### config.mk
export PLATFORM = sky130hd
export DESIGN_NAME = mau_ram
export DESIGN_NICKNAME = d
export VERILOG_FILES = /design/src/design/mau_ram.sv
export SDC_FILE = /design/constraint.sdc
export NUM_CORES = 1
export LEC_CHECK = 0
export BUFFER_PORTS_ARGS = -buffer_cell sky130_fd_sc_hd__buf_4
export CAP_MARGIN = 15
export CORE_UTILIZATION = 45
export CTS_CLUSTER_DIAMETER = 50
export DETAILED_ROUTE_END_ITERATION = 8
export SLEW_MARGIN = 20
export SYNTH_ARGS = -nofsm -noshare
export SYNTH_HDL_FRONTEND = slang
export SYNTH_SLANG_ARGS = --single-unit
### constraint.sdc
create_clock -name i_clk -period 4.1 [get_ports i_clk]
set_clock_uncertainty 0.15 [all_clocks]
set_input_delay 0.41 -clock i_clk [delete_from_list [all_inputs] [get_ports i_clk]]
set_output_delay 0.41 -clock i_clk [all_outputs]
set_load 0.005 [all_outputs]
### src/design/mau_ram.sv
// ----------------------------------------------------------------------------
// Generic RAM
// Single write port, single read port, registered read.
// ----------------------------------------------------------------------------
`default_nettype none
module mau_ram #(
    parameter int WIDTH = 32,
    parameter int DEPTH = 16
) (
    input  wire logic                     i_clk,
    input  wire logic                     i_we,
    input  wire logic [$clog2(DEPTH)-1:0] i_waddr,
    input  wire logic [WIDTH-1:0]         i_wdata,
    input  wire logic [$clog2(DEPTH)-1:0] i_raddr,
    output logic      [WIDTH-1:0]         o_rdata
);
    logic [WIDTH-1:0] r_mem [DEPTH];

    always_ff @(posedge i_clk) begin
        if (i_we) begin
            r_mem[i_waddr] <= i_wdata;
        end
        o_rdata <= r_mem[i_raddr];
    end
endmodule
`default_nettype wire

==> metrics.md, run 1 <==
| Metric | Value |
|---|---|
| Outcome | `completed` |
| Critical path peak fanout | `21` |
| Mux contribution to synthesized area | `14.5%` |
| Largest area contributor in the netlist | `edfxtp_1` |
| Clock Sinks | `544` |
| Avg WL per Cell | `25.5 um` |
| Layout Nets | `1031` |
| Max Cap Violations | `0` |
| Yosys reg bits | `544` |
| Vias in the first global route | `9566` |
| Cells after Synth | `838` |
| Sw frac | `20.1%` |
| CTS H-tree lvls | `2` |
| Antenna diodes | `0` |
| First-pass GRT wire length | `62000 um` |
| FMAX | `0.498 GHz` |
| RSZ-0062 raised after global routing | `false` |
| Worst Path Buf+Inv | `2` |
| Maximum cell stage delay along the critical path | `0.63 ns` |
| Register area share after synthesis | `80.7%` |
| XOR/XNOR share of the synthesized area | `0%` |
| Number of gates resized after CTS | `0` |
| Final non-filler cell total | `1620` |
| # DRC | `0` |
| Critical path data arrival time | `2.13 ns` |
| Pint | `9470 uW` |
| All-Layer GR Usage | `19.3%` |
| Maximum vdd drop | `0.339 mV` |
| Mapped cell area | `19900 um2` |
| Final TNS setup | `0 ns` |
| Io pins | `74` |
| Cell count after placement | `1484` |
| Critical path depth | `4` |
| Post-CTS setup buffers | `0` |
| Worst skew pair latency | `0.59 ns` |
| Leakage | `0.00760 uW` |
| Largest cells by area after synthesis | `edfxtp_1 (77%), mux4_2 (15%), dfxtp_1 (3.2%)` |
| Total CTS buffers | `56` |
| CTS tree | `yes` |
| Avg Inst Size Synth | `23.7 um2` |
| Hold Fails Final Rpt | `0` |
| Initial antenna violation count | `1` |
| DRT antenna net count | `0` |
| Slew @ Worst Pin | `1.07 ns` |
| Post-synth cell types | `18` |
| Max_slew headroom | `28.7%` |
| Synth top area share | `77.4%` |
| Main combinational cell family by area after synthesis | `multiplexers` |
| Reg clk slew, reported paths | `0.06 ns` |
| Worst path cell trace | `buf_4 > or3b_2 > nor2_4 > buf_4` |
| Share of layout cells above drive strength 1 | `32.5%` |
| CP max-delay cell | `nor2_4` |
| Post-Synth Adder-Cell Area | `0%` |
| Worst Hold Class | `input port to flop` |
| Die area | `45000 um2` |
| Startpoint types | `input port` |
| Final-report setup violation count | `0` |
| Clk pwr share | `42.2%` |
| Synthesis-to-finish area growth | `18.4%` |
| CP top delay family | `simple AND/OR/NAND/NOR gates` |
| Crit Path Category | `input port to flop` |
| Placeable Area | `43300 um2` |
| Number of buffers added on ports | `73` |
| Mapped Nets | `880` |
| Initial DRC Count | `665` |
| Flop pwr share | `52.8%` |
| Chip Height | `212 um` |
| Max clock buf depth | `3` |
| Clock root buffer | `clkbuf_16` |
| Depth of the most critical reg-to-reg path | `3` |
| Pre-Repair DR Iteration Count | `5` |
| Post-Place Cell Area | `21400 um2` |
| Drt total wl | `41300 um` |
| Cell repeated most along the worst path | `buf_4` |
| Fillers | `3277` |
| Fin crit share | `49.0%` |
| GPL Wtd Cong | `0.727` |
| Vias/cell | `5.53` |
| Minimum clock period | `2.01 ns` |
| Gate power share | `5.0%` |
| Max-slew violation count | `0` |
| Synth Area in Simple Gates | `1.27%` |
| Crit. End Element | `flop` |
| CP Data Required Time | `4.22 ns` |
| Vias | `8959` |
| Psw | `2380 uW` |
| Largest net degree at the start of global routing | `45` |
| Post-DP HPWL | `22600 um` |
| Final Cell Area | `23500 um2` |
| Hold depth | `2` |
| Pwr dens | `504 nW/um2` |
| Compound-Gate Fraction of Synth Area | `2.42%` |
| Grt total ovfl | `0` |
| Final Total Pwr | `11900 uW` |
| Die width | `212 um` |
| Initial Utilization | `45.9%` |
| # rows | `76` |
| Yosys Warn Count | `0` |
[metrics by stage]
stage	hold WS (ns)	worst slack, ns	util (%)
6_report	0.0725	2.09	54.3
3_5_place_dp	0.506	1.45	49.4
5_1_grt	0.0586	2.00	54.3
4_1_cts	0.0445	2.08	54.3
3_3_place_gp	0.498	1.46	49.3
2_1_floorplan	0.359	0.360	-
[cells in the mapped netlist]
master / n
nand3b_1: 2
and2_1: 1
dfxtp_1: 32
nand3_1: 1
nand2b_1: 2
clkbuf_1: 17
buf_2: 4
edfxtp_1: 512
buf_6: 2
nand2_1: 33
buf_4: 11
nor3_1: 4
nor2_1: 13
a22oi_1: 64
nor2b_1: 2
buf_1: 9
or3b_2: 1
mux4_2: 128
[power by group through the flow]
stage / Combinational (uW) / Clock [uW] / Sequential [uW]
2_1_floorplan: 299 / 0 / 6370
3_3_place_gp: 573 / 0 / 6370
3_5_place_dp: 581 / 0 / 6370
4_1_cts: 607 / 5110 / 6260
5_1_grt: 640 / 5330 / 6260
6_report: 591 / 5010 / 6250
[per-layer routing]
metal	track usage [%]	share of wire, %
met2	32.7	51
met5	0	0.019
met3	3.19	4.2
met1	25.9	43
met4	5.57	2.0
[area by class of cell]
class                           instances  area, um2  share of cell area, %
Clock buffer                           82       1620                   6.89
Clock inverter                         22        215                  0.915
Multi-Input combinational cell        251       3750                   15.9
Sequential cell                       544      16000                   68.1
Tap cell                              585        732                   3.11
Timing Repair Buffer                  136       1180                   5.03
[final timing paths]
kind	startpoint	end	slack, ns
worst min register to register	r_mem[15][26]	o_rdata[26]	0.52
worst max register to register	r_mem[3][23]	o_rdata[23]	2.55
worst min-delay path	i_waddr[0]	r_mem[8][11]	0.07
worst max-delay path	i_waddr[2]	r_mem[2][12]	2.09
[sequential cells by signal, indices dropped and copies added (netlist names)]
signal / cells
o_rdata: 32
r_mem: 512
[placed cells by master, fill, tap and decap left out]
| cell type | n |
|---|---|
| edfxtp_1 | 512 |
| mux4_2 | 128 |
| buf_4 | 97 |
| a22oi_1 | 64 |
| clkbuf_16 | 57 |
| nand2_1 | 33 |
| dlygate4sd3_1 | 32 |
| dfxtp_1 | 32 |
| clkbuf_1 | 15 |
| nor2_4 | 13 |
| clkbuf_8 | 11 |
| clkinv_2 | 8 |
| clkinv_1 | 6 |
| buf_12 | 6 |
| nor3_2 | 4 |
| bufinv_16 | 4 |
| nor2b_4 | 2 |
| nand3b_1 | 2 |
| nand2b_1 | 2 |
| clkinvlp_4 | 2 |
| and2_2 | 1 |
| nand3_1 | 1 |
| or3b_2 | 1 |
| clkinv_4 | 1 |
| inv_6 | 1 |
[timing repair]
item | CTS | global route
endpoints found under the hold margin | 512 | 0
setup endpoints to repair | 0 | 0
hold buffers | 32 | 0
[cell families after synthesis]
kind of cell	count (synthesis)
buffers and inverters	43
AOI/OAI and AO/OA	64
and+or+nand+nor	59
DFF	544
muxes	128
Power figures use the tool's default switching activity.
==> run 2, diff against run 1 <==
==> constraint.sdc (replaced) <==
create_clock -name i_clk -period 1.85 [get_ports i_clk]
set_clock_uncertainty 0.15 [all_clocks]
set_input_delay 0.185 -clock i_clk [delete_from_list [all_inputs] [get_ports i_clk]]
set_output_delay 0.185 -clock i_clk [all_outputs]
set_load 0.005 [all_outputs]
==> run 2 against run 1 <==
Hold slack got worse by 0.038 ns; flip-flop and latch count unchanged; register-to-register slack lost 2.2 ns; core utilization rose by 1.6 points; critical path depth is 3 lower; sequential power grew 120%; sequential share of layout area decreased by 2.0 points; setup slack got worse by 1.8 ns; total power is 130% higher; clock power is 130% higher; routed wire length up 0.26%.
==> metrics.md, run 2 (synthesis results as in run 1) <==
| Metric | Value |
|---|---|
| Outcome | `completed` |
| Die area | `45000 um2` |
| Share of layout cells above drive strength 1 | `35.1%` |
| Chip Height | `212 um` |
| Initial antenna violation count | `1` |
| Worst Hold Class | `input port to flop` |
| Top flop regs | `r_mem x512, o_rdata x32` |
| Die width | `212 um` |
| Critical path peak fanout | `1` |
| Max clock buf depth | `3` |
| Total CTS buffers | `56` |
| First-pass GRT wire length | `61400 um` |
| Minimum clock period | `1.55 ns` |
| DRT antenna net count | `0` |
| CP max-delay cell | `dfxtp_1` |
| Hold_sp | `i_waddr[0]` |
| Synthesis-to-finish area growth | `22.0%` |
| Most common cell after layout, fill and taps aside | `edfxtp_1` |
| CTS H-tree lvls | `2` |
| CTS tree | `yes` |
| Reg clk slew, reported paths | `0.06 ns` |
| Antenna diodes | `0` |
| Final TNS setup | `0 ns` |
| Worst Path Buf+Inv | `1` |
| Pwr dens | `1110 nW/um2` |
| All-Layer GR Usage | `19.1%` |
| Clock Sinks | `544` |
| Largest net degree at the start of global routing | `43` |
| Final core occ | `56.0%` |
| CP top delay family | `flip-flops` |
| GPL Wtd Cong | `0.701` |
| Hold EP | `r_mem[0][21]` |
| Avg WL per Cell | `25.1 um` |
| Final-report setup violation count | `0` |
| Initial DRC Count | `818` |
| Most frequent cells in the layout | `edfxtp_1 (512), mux4_2 (128), buf_4 (97)` |
| Number of buffers added on ports | `73` |
| Vias in the first global route | `9519` |
| Initial Utilization | `45.9%` |
| Maximum vdd drop | `0.601 mV` |
| Worst skew pair latency | `0.59 ns` |
| Post-DP HPWL | `22800 um` |
| Largest register FFs | `512` |
| Final Cell Area | `24200 um2` |
| Layout Nets | `1061` |
| Max Cap Violations | `0` |
| Depth of the most critical reg-to-reg path | `3` |
| Crit Path Category | `flop to output pin` |
| Hold Fails Final Rpt | `0` |
| Final Total Pwr | `26800 uW` |
| Max_slew headroom | `28.9%` |
| Post-Place Cell Area | `22000 um2` |
| Clock root buffer | `clkbuf_16` |
| Number of gates resized after CTS | `0` |
| Crit. End Element | `output pin` |
| Startpoint types | `flop` |
| Leakage | `0.00791 uW` |
| Top reg by flops | `r_mem` |
| Worst reg2reg setup slack | `0.37 ns` |
| # rows | `76` |
| Io pins | `74` |
| CP Data Required Time | `1.51 ns` |
| Slew @ Worst Pin | `1.06 ns` |
| # DRC | `0` |
| Fillers | `3211` |
| Vias/cell | `5.58` |
| Final non-filler cell total | `1649` |
| Cell count after placement | `1514` |
| RSZ-0062 raised after global routing | `false` |
| Drt total wl | `41400 um` |
| Pre-Repair DR Iteration Count | `5` |
| Placeable Area | `43300 um2` |
| Reg2reg start | `r_mem[3][31]` |
| Worst r2r dst | `o_rdata[31]` |
| Vias | `9208` |
| Fin crit share | `83.8%` |
| Critical path data arrival time | `1.22 ns` |
| Worst path cell trace | `buf_4` |
| Hold depth | `3` |
| FMAX | `0.645 GHz` |
| Grt total ovfl | `0` |
| Max-slew violation count | `0` |
| Maximum cell stage delay along the critical path | `0.47 ns` |
## run 2: cell count changes in the layout (fill, tap and decap cells not counted), sizes merged
cell	change
clkbuf	-9
bufinv	+4
buf	+30
clkinvlp	-1
clkinv	+5
## run 2: repair_timing
item	4_1_cts	5_1_grt
setup endpoints to repair	0	0
hold buffers	32	0
endpoints found under the hold margin	512	0
setup buffers	0	0
## run 2: report_power, final
part	switching (uW)	total [uW]	internal [uW]	leakage [uW]
registers	97.1	13900	13800	0.00489
clock network	4490	11500	7000	0.000951
logic	719	1410	690	0.00207
## run 2: layout make-up
cell class                 count  area [um2]  area share [%]
clock inverter                30         367            1.51
sequential                   544       16000            66.1
clock buffer                  73        1550            6.38
tap                          585         732            3.02
multi-input combinational    251        3780            15.6
timing repair buffer         166        1780            7.36
## run 2: how the worst max path moves through the flow
| stage | cells past startpoint | from | end | slack (ns) |
|---|---|---|---|---|
| 2_1_floorplan | 2 | i_waddr[2] | r_mem[10][0] | -0.51 |
| 3_3_place_gp | 6 | i_raddr[0] | o_rdata[0] | -0.05 |
| 3_5_place_dp | 6 | i_raddr[0] | o_rdata[0] | -0.04 |
| 4_1_cts | 1 | o_rdata[17] | o_rdata[17] | 0.31 |
| 5_1_grt | 1 | o_rdata[17] | o_rdata[17] | 0.29 |
| 6_report | 1 | o_rdata[17] | o_rdata[17] | 0.30 |
## run 2: metal layers
metal	vias to the layer above	share of wire, %	global-route usage, %
li1	3934	-	-
met1	4932	45	28.4
met2	285	47	29.0
met3	55	6.2	3.65
met4	2	1.7	5.30
met5	-	0.024	0
## run 2: worst reg2reg max path: stages, from the launching register on
cell	delay, ns
edfxtp_1	0.36
mux4_2	0.47
a22oi_1	0.29
nand2_1	0.10
## run 2: metrics by stage
| stage | worst slack (ns) | hold slack, ns |
|---|---|---|
| after floorplan | -0.513 | 0.134 |
| after global placement | -0.0542 | 0.335 |
| after detailed placement | -0.0404 | 0.341 |
| after CTS | 0.305 | 0.00538 |
| after global routing | 0.291 | 0.0359 |
| final | 0.299 | 0.0343 |
==> run 3, diff against run 2 <==
==> constraint.sdc (replaced) <==
create_clock -name i_clk -period 1.4 [get_ports i_clk]
set_clock_uncertainty 0.15 [all_clocks]
set_input_delay 0.14 -clock i_clk [delete_from_list [all_inputs] [get_ports i_clk]]
set_output_delay 0.14 -clock i_clk [all_outputs]
set_load 0.005 [all_outputs]
==> run 3 against run 2 <==
The flow now finishes with violations (negative setup slack); register-to-register slack got worse by 0.38 ns; sequential power rose by 32%; sequential share of layout area fell by 1.6 points; global-route usage rose by 0.99 points; highest routed layer is now met4; hold slack got worse by 0.026 ns; combinational power rose by 48%; total power rose by 29%; flip-flop and latch count did not move; routed wire length rose by 5.8%; non-clock buffer count rose by 40; setup slack got worse by 0.31 ns.
==> metrics.md, run 3 (synthesis results as in run 1) <==
| Metric | Value |
|---|---|
| Outcome | `complete, but fails checks` |
| Failing checks | `negative setup slack` |
| Initial DRC Count | `844` |
| Grt total ovfl | `0` |
| Most frequent cells in the layout | `edfxtp_1 (512), mux4_2 (128), buf_4 (114)` |
| Final worst setup slack | `-0.0146 ns` |
| # DRC | `0` |
| Clock root buffer | `clkbuf_16` |
| Max-slew violation count | `0` |
| RSZ-0062 raised after global routing | `true` |
| Most common cell after layout, fill and taps aside | `edfxtp_1` |
| Die width | `212 um` |
| Chip Height | `212 um` |
| CP top delay family | `multiplexers` |
| Pwr dens | `1390 nW/um2` |
| Die area | `45000 um2` |
| Area occupied by registers | `16000 um2` |
| Share of layout cells above drive strength 1 | `41.1%` |
| Area taken by multi-input logic gates | `3990 um2` |
| Number of buffers added on ports | `73` |
| Max clock buf depth | `3` |
| Vias/cell | `5.55` |
| Leakage | `0.00813 uW` |
| # rows | `76` |
| Top flop regs | `r_mem x512, o_rdata x32` |
| Critical path data arrival time | `1.75 ns` |
| Total CTS buffers | `56` |
| Io pins | `74` |
| Initial Utilization | `45.9%` |
| Largest net degree at the start of global routing | `32` |
| CTS tree | `yes` |
| Avg WL per Cell | `25.9 um` |
| GPL Wtd Cong | `0.724` |
| Max Cap Violations | `0` |
| Worst path cell trace | `mux4_2 > a22oi_2 > nand2_1` |
| Placeable Area | `43300 um2` |
| Synthesis-to-finish area growth | `25.1%` |
| Vias | `9366` |
| FMAX | `0.707 GHz` |
| Hold Fails Final Rpt | `0` |
| DRT antenna net count | `0` |
| First-pass GRT wire length | `64000 um` |
| All-Layer GR Usage | `20.1%` |
| Pre-Repair DR Iteration Count | `5` |
| Post-DP HPWL | `25100 um` |
| Startpoint types | `flop` |
| Worst skew pair latency | `0.60 ns` |
| Largest register FFs | `512` |
| Reg clk slew, reported paths | `0.06 ns` |
| Clock Sinks | `544` |
| Vias in the first global route | `9784` |
| Antenna diodes | `0` |
| Layout Nets | `1101` |
| Minimum clock period | `1.41 ns` |
| Crit Path Category | `flop to flop` |
| Final TNS setup | `-0.0414 ns` |
| Fillers | `3188` |
| Worst Hold Class | `input port to flop` |
| CTS H-tree lvls | `2` |
| Critical path peak fanout | `1` |
| Fin crit share | `101%` |
| Crit. End Element | `flop` |
| Maximum cell stage delay along the critical path | `0.50 ns` |
| Max_slew headroom | `81.5%` |
| Worst Path Buf+Inv | `0` |
| CP Data Required Time | `1.73 ns` |
| Drt total wl | `43800 um` |
| Slew @ Worst Pin | `0.276 ns` |
| CP max-delay cell | `mux4_2` |
| Top reg by flops | `r_mem` |
| Final-report setup violation count | `6` |
| Initial antenna violation count | `0` |
| Maximum vdd drop | `1.09 mV` |
| Final Total Pwr | `34600 uW` |
## run 3: cell count changes in the layout (fill, tap and decap cells not counted), moves of 10 or more
cell     delta
a22oi_1    -36
dfxtp_2    +10
buf_4      +17
dfxtp_1    -11
a22oi_2    +36
buf_12     +15
## run 3: what timing repair did
action | in CTS | in global routing
hold endpoints to repair | 590 | 0
cloned | 0 | 1
setup endpoints to repair | 21 | 46
buffers inserted | 0 | 6
hold buffers | 36 | 0
pin swaps | 8 | 22
resized for setup | 20 | 32
## run 3: area by class of cell
cell class,instances,area share (%)
flip-flops and latches,544,64.6
multi-input cells,251,16.1
repair buffers,206,9.31
clock buffers,75,6.21
well taps,585,2.95
clock inverters,27,0.902
## run 3: where the power goes
group	total, uW	switching (uW)	internal [uW]	leakage [uW]
logic	2080	1030	1060	0.00236
clock network	14200	6070	8120	0.000865
registers	18300	130	18200	0.00490
## run 3: path summary, 6_finish.rpt
| kind | start | endpoint | slack, ns | depth (start not counted) |
|---|---|---|---|---|
| max | r_mem[11][8] | o_rdata[8] | -0.01 | 3 |
| min | i_raddr[0] | o_rdata[16] | 0.008 | 4 |
| min reg2reg | r_mem[7][31] | o_rdata[31] | 0.51 | 3 |
| max reg2reg | r_mem[11][8] | o_rdata[8] | -0.01 | 3 |
## run 3: metal layers
| layer | up-vias | routed length [um] | global-route usage, % |
|---|---|---|---|
| met5 | - | 0 | 0 |
| met4 | 0 | 884 | 5.82 |
| met3 | 62 | 2240 | 3.49 |
| met2 | 255 | 21300 | 32.0 |
| met1 | 5028 | 19300 | 28.6 |
| li1 | 4021 | - | - |
## run 3: worst min-delay path, cell delays in order
cell and delay (ns):
clkbuf_8 0.18, mux4_2 0.25, a22oi_1 0.08, nand2_1 0.07
## run 3: through the flow
step | hold slack, ns | std cells | utilization, % | worst slack [ns] | instance area [um2]
floorplan | 0.0889 | 838 | - | -0.599 | 20200
global placement | 0.286 | 1544 | 51.8 | -0.348 | 22400
detailed placement | 0.289 | 1544 | 51.8 | -0.353 | 22400
CTS | -0.0185 | 1682 | 56.9 | -0.0337 | 24600
global route | 0.0106 | 1688 | 57.4 | -0.0549 | 24800
finish | 0.00847 | 1688 | 57.4 | -0.0146 | 24800
