## src/design/mau_pkg.sv

```systemverilog
// ----------------------------------------------------------------------------
// Matrix arithmetic unit package
// Shared constants, codes and beat types for the matrix arithmetic unit.
// ----------------------------------------------------------------------------
`default_nettype none
package mau_pkg;
    localparam int MAX_DIM_DEF   = 4;
    localparam int FRAC_BITS_DEF = 16;
    localparam int DATA_W        = 32;
    localparam int DIM_W         = 3;
    localparam int CFG_IDX_W     = 2;

    localparam logic [1:0] KIND_LOAD_A = 2'd0;
    localparam logic [1:0] KIND_LOAD_B = 2'd1;
    localparam logic [1:0] KIND_START  = 2'd2;

    localparam logic [2:0] OP_MUL   = 3'd0;
    localparam logic [2:0] OP_ADD   = 3'd1;
    localparam logic [2:0] OP_SUB   = 3'd2;
    localparam logic [2:0] OP_SCALE = 3'd3;
    localparam logic [2:0] OP_DIV   = 3'd4;

    localparam logic [1:0] ST_OK      = 2'd0;
    localparam logic [1:0] ST_SIZE    = 2'd1;
    localparam logic [1:0] ST_DIVZERO = 2'd2;

    localparam logic [1:0] CFG_A_ROWS = 2'd0;
    localparam logic [1:0] CFG_A_COLS = 2'd1;
    localparam logic [1:0] CFG_B_ROWS = 2'd2;
    localparam logic [1:0] CFG_B_COLS = 2'd3;

    typedef struct packed {
        logic [1:0]         kind;
        logic [1:0]         row;
        logic [1:0]         col;
        logic signed [31:0] value;
        logic [2:0]         op;
        logic signed [31:0] scalar;
    } t_in_beat;

    typedef struct packed {
        logic [1:0]         row_res;
        logic [1:0]         col_res;
        logic signed [31:0] value_res;
        logic               last;
        logic [1:0]         status;
        logic               saturated;
    } t_out_beat;

    // Divider handshake.
    typedef struct packed {
        logic start;
        logic busy;
        logic done;
    } t_div_ctl;
endpackage
`default_nettype wire

```

## src/design/mau_div.sv

```systemverilog
// ----------------------------------------------------------------------------
// Fixed-point divider
// Restoring divider, one quotient bit per cycle: (a << FRAC_BITS) / d,
// truncated toward zero, saturated to the signed 32-bit range.
// ----------------------------------------------------------------------------
`default_nettype none
module mau_div #(
    parameter int FRAC_BITS = mau_pkg::FRAC_BITS_DEF
) (
    input  wire logic                i_clk,
    input  wire logic                i_rst_n,
    input  wire logic                i_start,
    input  wire logic signed [31:0]  i_num,
    input  wire logic signed [31:0]  i_den,
    output mau_pkg::t_div_ctl        o_ctl,
    output logic signed [31:0]       o_quot,
    output logic                     o_sat
);
    localparam int NW  = 32 + FRAC_BITS;
    localparam int CW  = $clog2(NW + 1);

    logic [NW-1:0] r_q;
    logic [32:0]   r_rem;
    logic [31:0]   r_den;
    logic          r_neg;
    logic [CW-1:0] r_cnt;
    logic          r_busy;
    logic          r_done;
    logic [33:0]   w_trial;
    logic [NW:0]   w_mag;

    assign w_trial = {r_rem, r_q[NW-1]} - {2'b00, r_den};

    always_ff @(posedge i_clk) begin
        if (!i_rst_n) begin
            r_busy <= 1'b0;
            r_done <= 1'b0;
        end else begin
            r_done <= 1'b0;
            if (i_start) begin
                r_busy <= 1'b1;
                r_cnt  <= CW'(NW);
                r_neg  <= i_num[31] ^ i_den[31];
                r_rem  <= '0;
                r_q    <= {(i_num[31] ? 32'(-i_num) : 32'(i_num)), {FRAC_BITS{1'b0}}};
                r_den  <= i_den[31] ? 32'(-i_den) : 32'(i_den);
            end else if (r_busy) begin
                if (!w_trial[33]) begin
                    r_rem <= w_trial[32:0];
                    r_q   <= {r_q[NW-2:0], 1'b1};
                end else begin
                    r_rem <= {r_rem[31:0], r_q[NW-1]};
                    r_q   <= {r_q[NW-2:0], 1'b0};
                end
                r_cnt <= r_cnt - 1'b1;
                if (r_cnt == CW'(1)) begin
                    r_busy <= 1'b0;
                    r_done <= 1'b1;
                end
            end
        end
    end

    // Quotient magnitude to signed, with clipping.
    always_comb begin
        w_mag  = {1'b0, r_q};
        o_sat  = 1'b0;
        o_quot = '0;
        if (r_neg) begin
            if (w_mag > (NW+1)'(33'h080000000)) begin
                o_sat  = 1'b1;
                o_quot = 32'sh80000000;
            end else begin
                o_quot = 32'(-w_mag);
            end
        end else if (w_mag > (NW+1)'(32'h7fffffff)) begin
            o_sat  = 1'b1;
            o_quot = 32'sh7fffffff;
        end else begin
            o_quot = 32'(w_mag);
        end
    end

    assign o_ctl = '{start: i_start, busy: r_busy, done: r_done};
endmodule
`default_nettype wire

```

## config.mk

```make
export PLATFORM = sky130hd
export DESIGN_NAME = mau_div
export DESIGN_NICKNAME = d
export VERILOG_FILES = /design/src/design/mau_pkg.sv /design/src/design/mau_div.sv
export SDC_FILE = /design/constraint.sdc
export NUM_CORES = 1
export LEC_CHECK = 0
export BUFFER_PORTS_ARGS = -buffer_cell sky130_fd_sc_hd__buf_4
export CORE_UTILIZATION = 54
export CTS_CLUSTER_SIZE = 30
export DETAILED_ROUTE_END_ITERATION = 16
export GPL_TIMING_DRIVEN = 1
export PLACE_DENSITY = 0.8
export SLEW_MARGIN = 10
export SYNTH_ARGS = -nofsm -noshare
export SYNTH_HDL_FRONTEND = slang
export SYNTH_SLANG_ARGS = --single-unit
```

## constraint.sdc

```tcl
create_clock -name i_clk -period 3.6 [get_ports i_clk]
set_clock_uncertainty 0.05 [all_clocks]
set_input_delay 0.18 -clock i_clk [delete_from_list [all_inputs] [get_ports i_clk]]
set_output_delay 0.18 -clock i_clk [all_outputs]
set_load 0.01 [all_outputs]
```

==> results summary, run 1 <==
The kind of cell adding the most delay to the critical path is simple AND/OR/NAND/NOR gates. The initial utilization of the core area, before any placement, comes to 0.558. The leading register cell type out of synthesis is sky130_fd_sc_hd__edfxtp_1.

For this run, the total global-route usage over all layers was measured as 0.255. Setup slack on the critical path of the routed design comes to -0.0603 ns. The area of the mapped netlist came out at just under 0.009 mm^2. CTS placed an instance of sky130_fd_sc_hd__clkbuf_16 at the clock tree root. The vertical die dimension is 131 um. The number of DRC markers after the initial detailed-route iteration came out at 559.

The net count of the finished layout is roughly 1.2k. The number of inserted filler cells in the final layout is roughly 1.2k. The first detailed-routing pass ran for 6 iterations.

The first global-routing pass estimated approximately 34 mm of wire. Setup repair after global routing could not meet its margin everywhere. The worst hold-check path type is input port to flop. In the finished design, the share of the clock period the worst path needs comes to 1.02.

The clock tree synthesis step divided the H-tree into 4 levels. For this run, the slowest stage of the critical path takes between 0.4 and 0.5 ns. The detail route stage leaves a number of antenna-violating nets equal to 0. The tool flagged a number of max-cap violations equal to 0. Once detailed placement completed, the half-perimeter wirelength came to 14.6 mm.

The pin slew with the least headroom to its limit came out at roughly 0.93 ns. The diode insertion count for antenna repair is 0. For this run the aggregate overflow at the end of global routing stands at 0.

The post-CTS clock slew at the launch and capture registers of the worst setup and hold paths is ~0.06 ns. IR analysis of the VDD net gives a maximum drop of 0.343 mV. Counting both buffers and inverters, the worst setup path holds a total of 3. The share of final-layout standard cells stronger than drive strength 1 is 0.202. The detailed-route DRC error count is 0. The die footprint came out at 0.0170 mm^2. The endpoint kind of the worst setup timing path is a primary output. Counting every net in the synthesized netlist gives 1,091. The number of antenna violations at the first check in global routing is 0.

The final critical-path required period came out at about 3.7 ns. In this run the static leakage power is about 4.4 nW. Entering global routing, the biggest net connects a little under 100 pins. The flow ran to the end, but the final reports show violations. The register bit total from synthesis came out at 122. The number of rows created at floorplan is 46. The achievable frequency is between 0.2 and 0.3 GHz.

The die boundary width is 131 um. The share of synthesized area occupied by flip-flops and latches is 0.408. The number of hold-slack violations in the final timing report came out at 0. The kind of start point of the critical path is a flop. The clock drives approximately 120 sinks. The relative slew slack is 0.378. The post-synthesis to final-layout area growth is 23.9%.

The number of distinct library cells after synthesis came out at ~60. The congestion estimate from routability-driven global placement came to roughly 0.93. The count of final setup violators is 14. The clock tree from TritonCTS is yes. The post-detailed-route via-to-cell ratio came out at 6.04. By count the netlist is led by sky130_fd_sc_hd__edfxtp_1, sky130_fd_sc_hd__a21oi_1, sky130_fd_sc_hd__o21ai_0. The number of buffers created by CTS is 17.

The share of synthesized registers carrying an async set or reset is 0. Registers take 0.00364 mm^2. The number of slew-limit violations in the final report is 0.

The number of flops mapped to enable cells by yosys is between 100 and 150. For this run, the number of Yosys warnings is 0. The maximum count of clock buffers along a single path came out at 2. Summing over every cut layer, the via total after detailed routing is between 8k and 9k. In the final layout, the multi-input gates occupy roughly 0.0051 mm^2.

The share of the core filled with cells in the final layout came out at 0.691. The top-area cell type share of the netlist area came out at 0.404. The final routed wirelength across all metal layers is between 20 and 25 mm. The average wire per standard cell came out at about 16 um. The ratio of total power to cell area came out at around 420 mW/mm^2. The register-to-register setup slack is 0.17 ns. In this run the tool buffered the top-level ports with ~100 buffer cells. The floorplan core area is about 0.016 mm^2. The post-synthesis area per instance is roughly 9.0 um^2. The worst setup timing slack at the placement stage is -0.360 ns. The critical path goes through inv_2 > ha_4 > or3b_4 > nor3_4 > nor4b_4 > nand4_1 > o41ai_2 > nand2b_1 > or2_4 > buf_6 > o311ai_4 > buf_4. The classification of the worst setup path is flop to primary output.

103 I/O pins were placed. The via count of the first global-routing pass is 7,296. After synthesis, the cell types taking the most area are sky130_fd_sc_hd__edfxtp_1, sky130_fd_sc_hd__ha_1, sky130_fd_sc_hd__a21oi_1. The biggest area contributor in the post-synthesis netlist is sky130_fd_sc_hd__edfxtp_1. The synthesized instance count came out at 986.

Of all nets on the critical path, the largest fanout is 10. The most common cell in the synthesized netlist is sky130_fd_sc_hd__edfxtp_1. The data required time of the worst path came out at 3.37 ns. For this design, the slowest cell found on the critical path is sky130_fd_sc_hd__edfxtp_1. The later-pin clock latency in the skew report came out at 0.42 ns. The checks that failed: negative setup slack. The arrival time of the worst setup path is approximately 3.4 ns.
per-stage QoR:
step                      power, mW  cell area (um^2)  cells  hold slack, ns  TNS [ns]
after floorplan                2.67              8930    986           0.229    -0.189
final                          4.66             11100   1333          0.0192    -0.413
after global placement         3.01             10000   1285           0.408     -1.05
after global routing           4.89             11100   1333          0.0118     -3.60
after detailed placement       3.04             10000   1285           0.428     -1.27
after CTS                      4.64             10700   1321         0.00204         0
metal layers:
layer,vias up,track usage,share of wire
met4,0,0.103,0.022
met1,3804,0.343,0.44
met2,292,0.413,0.48
li1,3908,-,-
met3,43,0.0403,0.058
met5,-,0,0
state kept, by name, indices dropped and copies added (netlist names):
signal,cells
r_rem,33
r_den,32
r_cnt,6
r_done,1
r_busy,1
r_q,48
r_neg,1
final timing paths:
check,start,end,cells after the start
worst min-delay path,i_den[30],r_den[31]$_SDFFCE_PN0P_,2
worst min register to register,r_busy$_SDFF_PN0_,r_done$_SDFF_PP0_,2
worst max register to register,r_rem[18]$_SDFFCE_PP0P_,r_rem[1]$_SDFFCE_PP0P_,11
worst max-delay path,r_q[1]$_SDFFCE_PP0P_,o_quot[23],12
cells by family after synthesis:
logic type | count (synthesis) | share of synthesized area
buf+inv | 113 | 0.0489
compound gates | 306 | 0.215
flops | 122 | 0.408
simple gates | 315 | 0.182
fa+ha+maj | 38 | 0.0541
mux | 4 | 0.00491
xor+xnor | 88 | 0.0864
power breakdown:
part	leakage (nW)	switching, mW	internal (mW)
clock	0.259	0.586	0.990
combinational	2.94	0.702	0.567
sequential	1.16	0.0904	1.73
cell type report:
cell class | instances | share of cell area
Clock inverter | 12 | 0.00985
Tap cell | 216 | 0.0244
Inverter | 60 | 0.0204
Sequential cell | 122 | 0.330
Timing Repair Buffer | 154 | 0.113
Multi-Input combinational cell | 751 | 0.464
Clock buffer | 18 | 0.0388
cell usage in the layout, fill, tap and decap left out, types with 7 or more instances in the layout:
master	synthesis	layout
sky130_fd_sc_hd__nor2b_1	21	21
sky130_fd_sc_hd__xnor2_1	48	48
sky130_fd_sc_hd__and2_1	7	7
sky130_fd_sc_hd__a21o_1	19	19
sky130_fd_sc_hd__o41ai_1	11	10
sky130_fd_sc_hd__nor4_1	15	13
sky130_fd_sc_hd__or4_1	10	8
sky130_fd_sc_hd__edfxtp_1	120	120
sky130_fd_sc_hd__o21ai_0	88	83
sky130_fd_sc_hd__ha_1	37	36
sky130_fd_sc_hd__a21oi_1	89	88
sky130_fd_sc_hd__clkbuf_16	0	19
sky130_fd_sc_hd__nor2_1	68	68
sky130_fd_sc_hd__o21a_1	12	11
sky130_fd_sc_hd__inv_1	60	58
sky130_fd_sc_hd__nand2_1	69	69
sky130_fd_sc_hd__nand4_1	9	9
sky130_fd_sc_hd__a211oi_1	9	8
sky130_fd_sc_hd__nand3_1	33	32
sky130_fd_sc_hd__xor2_1	40	40
sky130_fd_sc_hd__buf_4	3	142
sky130_fd_sc_hd__or3_1	18	15
sky130_fd_sc_hd__nand2b_1	10	9
sky130_fd_sc_hd__nor3_1	27	22
sky130_fd_sc_hd__o311ai_1	0	10
sky130_fd_sc_hd__o31ai_1	21	20
timing repair:
action | in CTS | in global routing
cloned | 0 | 2
setup endpoints to repair | 28 | 37
pin swaps | 2 | 3
hold endpoints to repair | 4 | 0
hold buffers | 4 | 0
setup buffers | 2 | 10
gates resized for setup | 15 | 41
(Power assumes the default switching activity.)
==> run 2: changes to the inputs <==
--- a/config.mk
+++ b/config.mk
@@ -5,8 +5,9 @@
 export SDC_FILE = /design/constraint.sdc
 export NUM_CORES = 1
 export LEC_CHECK = 0
+export ABC_AREA = 1
 export BUFFER_PORTS_ARGS = -buffer_cell sky130_fd_sc_hd__buf_4
-export CORE_UTILIZATION = 54
+export CORE_UTILIZATION = 55
 export CTS_CLUSTER_SIZE = 30
 export DETAILED_ROUTE_END_ITERATION = 16
 export GPL_TIMING_DRIVEN = 1
==> results summary, run 2 <==
The final routed wirelength across all metal layers is 28.8 mm (+33%). The ratio of total power to cell area came to 440 mW/mm^2 (+4.3%). The number of nets in the finished design is 1,739 (+44%). The endpoint kind of the worst setup timing path is a primary output.

The most common cell after layout, fill and taps aside is sky130_fd_sc_hd__nand2_1. In this run the critical register-to-register path is launched from r_rem[29]$_SDFFCE_PP0P_. The port buffer count came out at 102 (unchanged). The achievable frequency came to 0.335 GHz (+23%). The detailed-route DRC error count was 0 (unchanged). The average wire per standard cell is 15.3 um (-5.8%). CTS placed an instance of sky130_fd_sc_hd__clkbuf_16 at the clock tree root. The post-route antenna net violation count is 0 (unchanged). The count of final setup violators came out at 0 (-14). The most common cell in the synthesized netlist is sky130_fd_sc_hd__nand2_1. In the final layout, the registers with the most flip-flops are r_q (48), r_rem (33), r_den (32).

The biggest area contributor in the post-synthesis netlist is sky130_fd_sc_hd__edfxtp_1. The yosys synthesis warning count was 0 (unchanged). The commonest cells after synthesis are sky130_fd_sc_hd__nand2_1, sky130_fd_sc_hd__inv_1, sky130_fd_sc_hd__nor2_1.

In the layout the commonest cells are sky130_fd_sc_hd__nand2_1, sky130_fd_sc_hd__inv_1, sky130_fd_sc_hd__nor2_1, sky130_fd_sc_hd__nand3_1, sky130_fd_sc_hd__edfxtp_1. The data required time of the worst path came out at 3.37 ns (about the same). The final critical-path required period is 2.99 ns (-0.673 ns).

The final worst slack is 0.612 ns (+0.673 ns). The maximum count of clock buffers along a single path was 2 (unchanged). The total global routing overflow came out at 0 (unchanged). The later-pin clock latency in the skew report is 0.42 ns (about the same). The die boundary width is 140 um (+7.1%). The arrival time of the worst setup path is 2.76 ns (-0.67 ns). In this run the worst hold path is classified as input port to flop.

The share of synthesized registers carrying an async set or reset is 0 (unchanged). Setup repair after global routing left no endpoint under its margin. The post-synthesis area per instance is 6.78 um^2 (-25%). The iteration count of the initial detailed-routing pass is 5 (-1). The source of the worst hold timing path is i_den[12].

The number of H-tree levels came out at 4 (unchanged). TritonCTS built the clock tree. The post-route setup TNS is 0 ns (+0.413 ns). The post-route clock period utilization came out at 0.830 (-0.187). The number of distinct library cells after synthesis came out at 42 (-31%). The starting density of the core was 0.560 (+0.00292). The worst supply voltage drop on vdd is 0.332 mV (-3.2%). The worst setup timing slack at the placement stage came out at 0.807 ns (+1.17 ns). The floorplan core area came out at 0.0186 mm^2 (+17%). The register bit total from synthesis is 122 (unchanged). The number of rows created at floorplan is 50 (+8.7%). The kind of start point of the critical path is a flop.

The overall global routing resource usage came out at 0.305 (+0.0498). The share of final-layout standard cells stronger than drive strength 1 is 0.107 (-0.0949). The total number of clock tree sinks is 122 (unchanged).

The net count after synthesis is 1,646 (+51%). The slowest stage of the critical path belongs to the cell sky130_fd_sc_hd__edfxtp_1. The kind of cell adding the most delay to the critical path is simple AND/OR/NAND/NOR gates. The number of slew-limit violations in the final report came out at 0 (unchanged).

The number of antenna violations at the first check in global routing is 0 (unchanged). The number of hold-slack violations in the final timing report came to 0 (unchanged). Traced cell by cell, the critical path runs through nor2_1 > nand4_1 > nor2_2 > nand3_2 > nor2_2 > nand3_1 > nand2_1 > nand2_1 > o21ai_0 > buf_4. The via count of the first global-routing pass came out at 9,921 (+36%).

The diode insertion count for antenna repair came out at 0 (unchanged). Relative to the synthesized area, the layout overhead comes to 14.7%. The final non-filler cell area is 0.0120 mm^2 (+8.4%). The count of buffering cells on the critical path with inverters included is 1 (-2). The flip-flop count of the largest register after layout was 48 (unchanged). The maximum fanout along the worst path is 5 (-5). The area of the mapped netlist is 0.0104 mm^2 (+17%). Ranked by total cell area, the synthesized netlist is headed by sky130_fd_sc_hd__edfxtp_1, sky130_fd_sc_hd__nand2_1, sky130_fd_sc_hd__inv_1. The number of inserted filler cells in the final layout came to 1,692 (+37%).

The top-area cell type share of the netlist area was 0.345 (-0.0591). The source of the critical timing path is r_q[4]$_SDFFCE_PP0P_. The detailed-placement wirelength estimate is 22.0 mm (+50%).

The longest individual stage delay on the worst path is 0.47 ns (+0.05 ns). The synthesized instance count was 1,541 (+56%). The pin slew with the least headroom to its limit came out at 0.952 ns (+0.0195 ns).

The post-CTS clock slew at the launch and capture registers of the worst setup and hold paths came to 0.06 ns (about the same). The number of flops mapped to enable cells by yosys came out at 120 (unchanged). The routability congestion estimate is 0.926 (-0.87%). The pin count of the biggest net entering global routing came out at 60 (-38%).

The die footprint is 0.0196 mm^2 (+15%). The cell count after placement is 1,846 (+44%). The global-route wire length before repair was 47.2 mm (+38%). r_q holds more flip-flops than any other register.

The register-to-register setup slack is 0.78 ns (+0.61 ns). The number of buffers created by CTS came out at 17 (unchanged). The relative slew slack is 0.364 (-0.0139).

The number of DRC markers after the initial detailed-route iteration came out at 828 (+48%). The post-place instance area came out at 0.0114 mm^2 (+13%). The vertical die dimension came to 140 um (+7.1%). The post-detailed-route via-to-cell ratio is 5.42 (-10%). The leakage power came out at 5.86 nW (+34%).

The most used flip-flop cell after synthesis is sky130_fd_sc_hd__edfxtp_1. The run finished with clean final reports. The setup path with the least slack is of type flop to primary output. The via count came out at 10.2k (+27%). The share of synthesized area occupied by flip-flops and latches is 0.349 (-0.0597).

The count of pins on the block boundary is 103 (unchanged). The count of placed standard cells in the final layout, fillers left out came out at 1,881 (+41%). The total of max-cap violations came out at 0 (unchanged). The post-cts repair resize count is 0 (-15).
run 2: worst paths after layout:
check	cells after the start	to
hold / removal	2	r_den[12]$_DFFE_PP_
setup / recovery	10	o_quot[21]
setup reg to reg	11	r_rem[15]$_SDFFCE_PP0P_
hold reg to reg	2	r_q[43]$_DFFE_PP_
run 2: kinds of logic (layout without fill, tap and decap cells):
logic type,after synthesis,in the layout,share of synthesized area
buffers and inverters,299,405,0.111
DFF,122,122,0.349
adders and majority gates,38,38,0.0462
AOI/OAI and AO/OA,147,147,0.0778
and+or+nand+nor,850,850,0.345
xor gates and xnor gates,85,85,0.0712
run 2: metal layers:
layer	wire [um]	global-route usage	part of all wire	vias to the layer above
li1	-	-	-	5087
met1	12200	0.375	0.42	4657
met2	13900	0.528	0.48	381
met3	1900	0.0537	0.066	62
met4	828	0.121	0.029	0
met5	0	0	0	-
run 2: report_power, final:
| group | total, mW | switching (mW) | internal [mW] |
|---|---|---|---|
| sequential | 1.87 | 0.101 | 1.77 |
| clock | 1.63 | 0.673 | 0.954 |
| combinational | 1.77 | 1.17 | 0.608 |
| total | 5.27 | 1.94 | 3.33 |
run 2: cell type report:
class,instances,area (um^2),share of cell area
multi-input cells,1120,5650,0.471
flip-flops and latches,122,3640,0.304
inverters,260,976,0.0814
repair buffers,113,868,0.0725
clock buffers,19,433,0.0361
well taps,234,293,0.0244
clock inverters,13,121,0.0101
run 2: repair_timing:
item | CTS | global route
hold buffers | 3 | 0
hold endpoints to repair | 3 | 0
setup buffers | 0 | 0
run 2: stage by stage:
step / power, mW / hold slack (ns) / utilization
6_report: 5.27 / 0.0198 / 0.643
5_1_grt: 5.56 / 0.0157 / 0.643
4_1_cts: 5.25 / 0.00744 / 0.643
3_5_place_dp: 3.63 / 0.339 / 0.611
3_3_place_gp: 3.61 / 0.338 / 0.611
2_1_floorplan: 3.11 / 0.229 / -
run 2: worst reg2reg max path, delay by kind of cell, from the launching register on:
kind                       cells  cell delay [ns]
adders and majority gates      1             0.38
and+or+nand+nor                6             1.18
buffers and inverters          1             0.13
AOI/OAI and AO/OA              3             0.42
DFF                            1             0.42
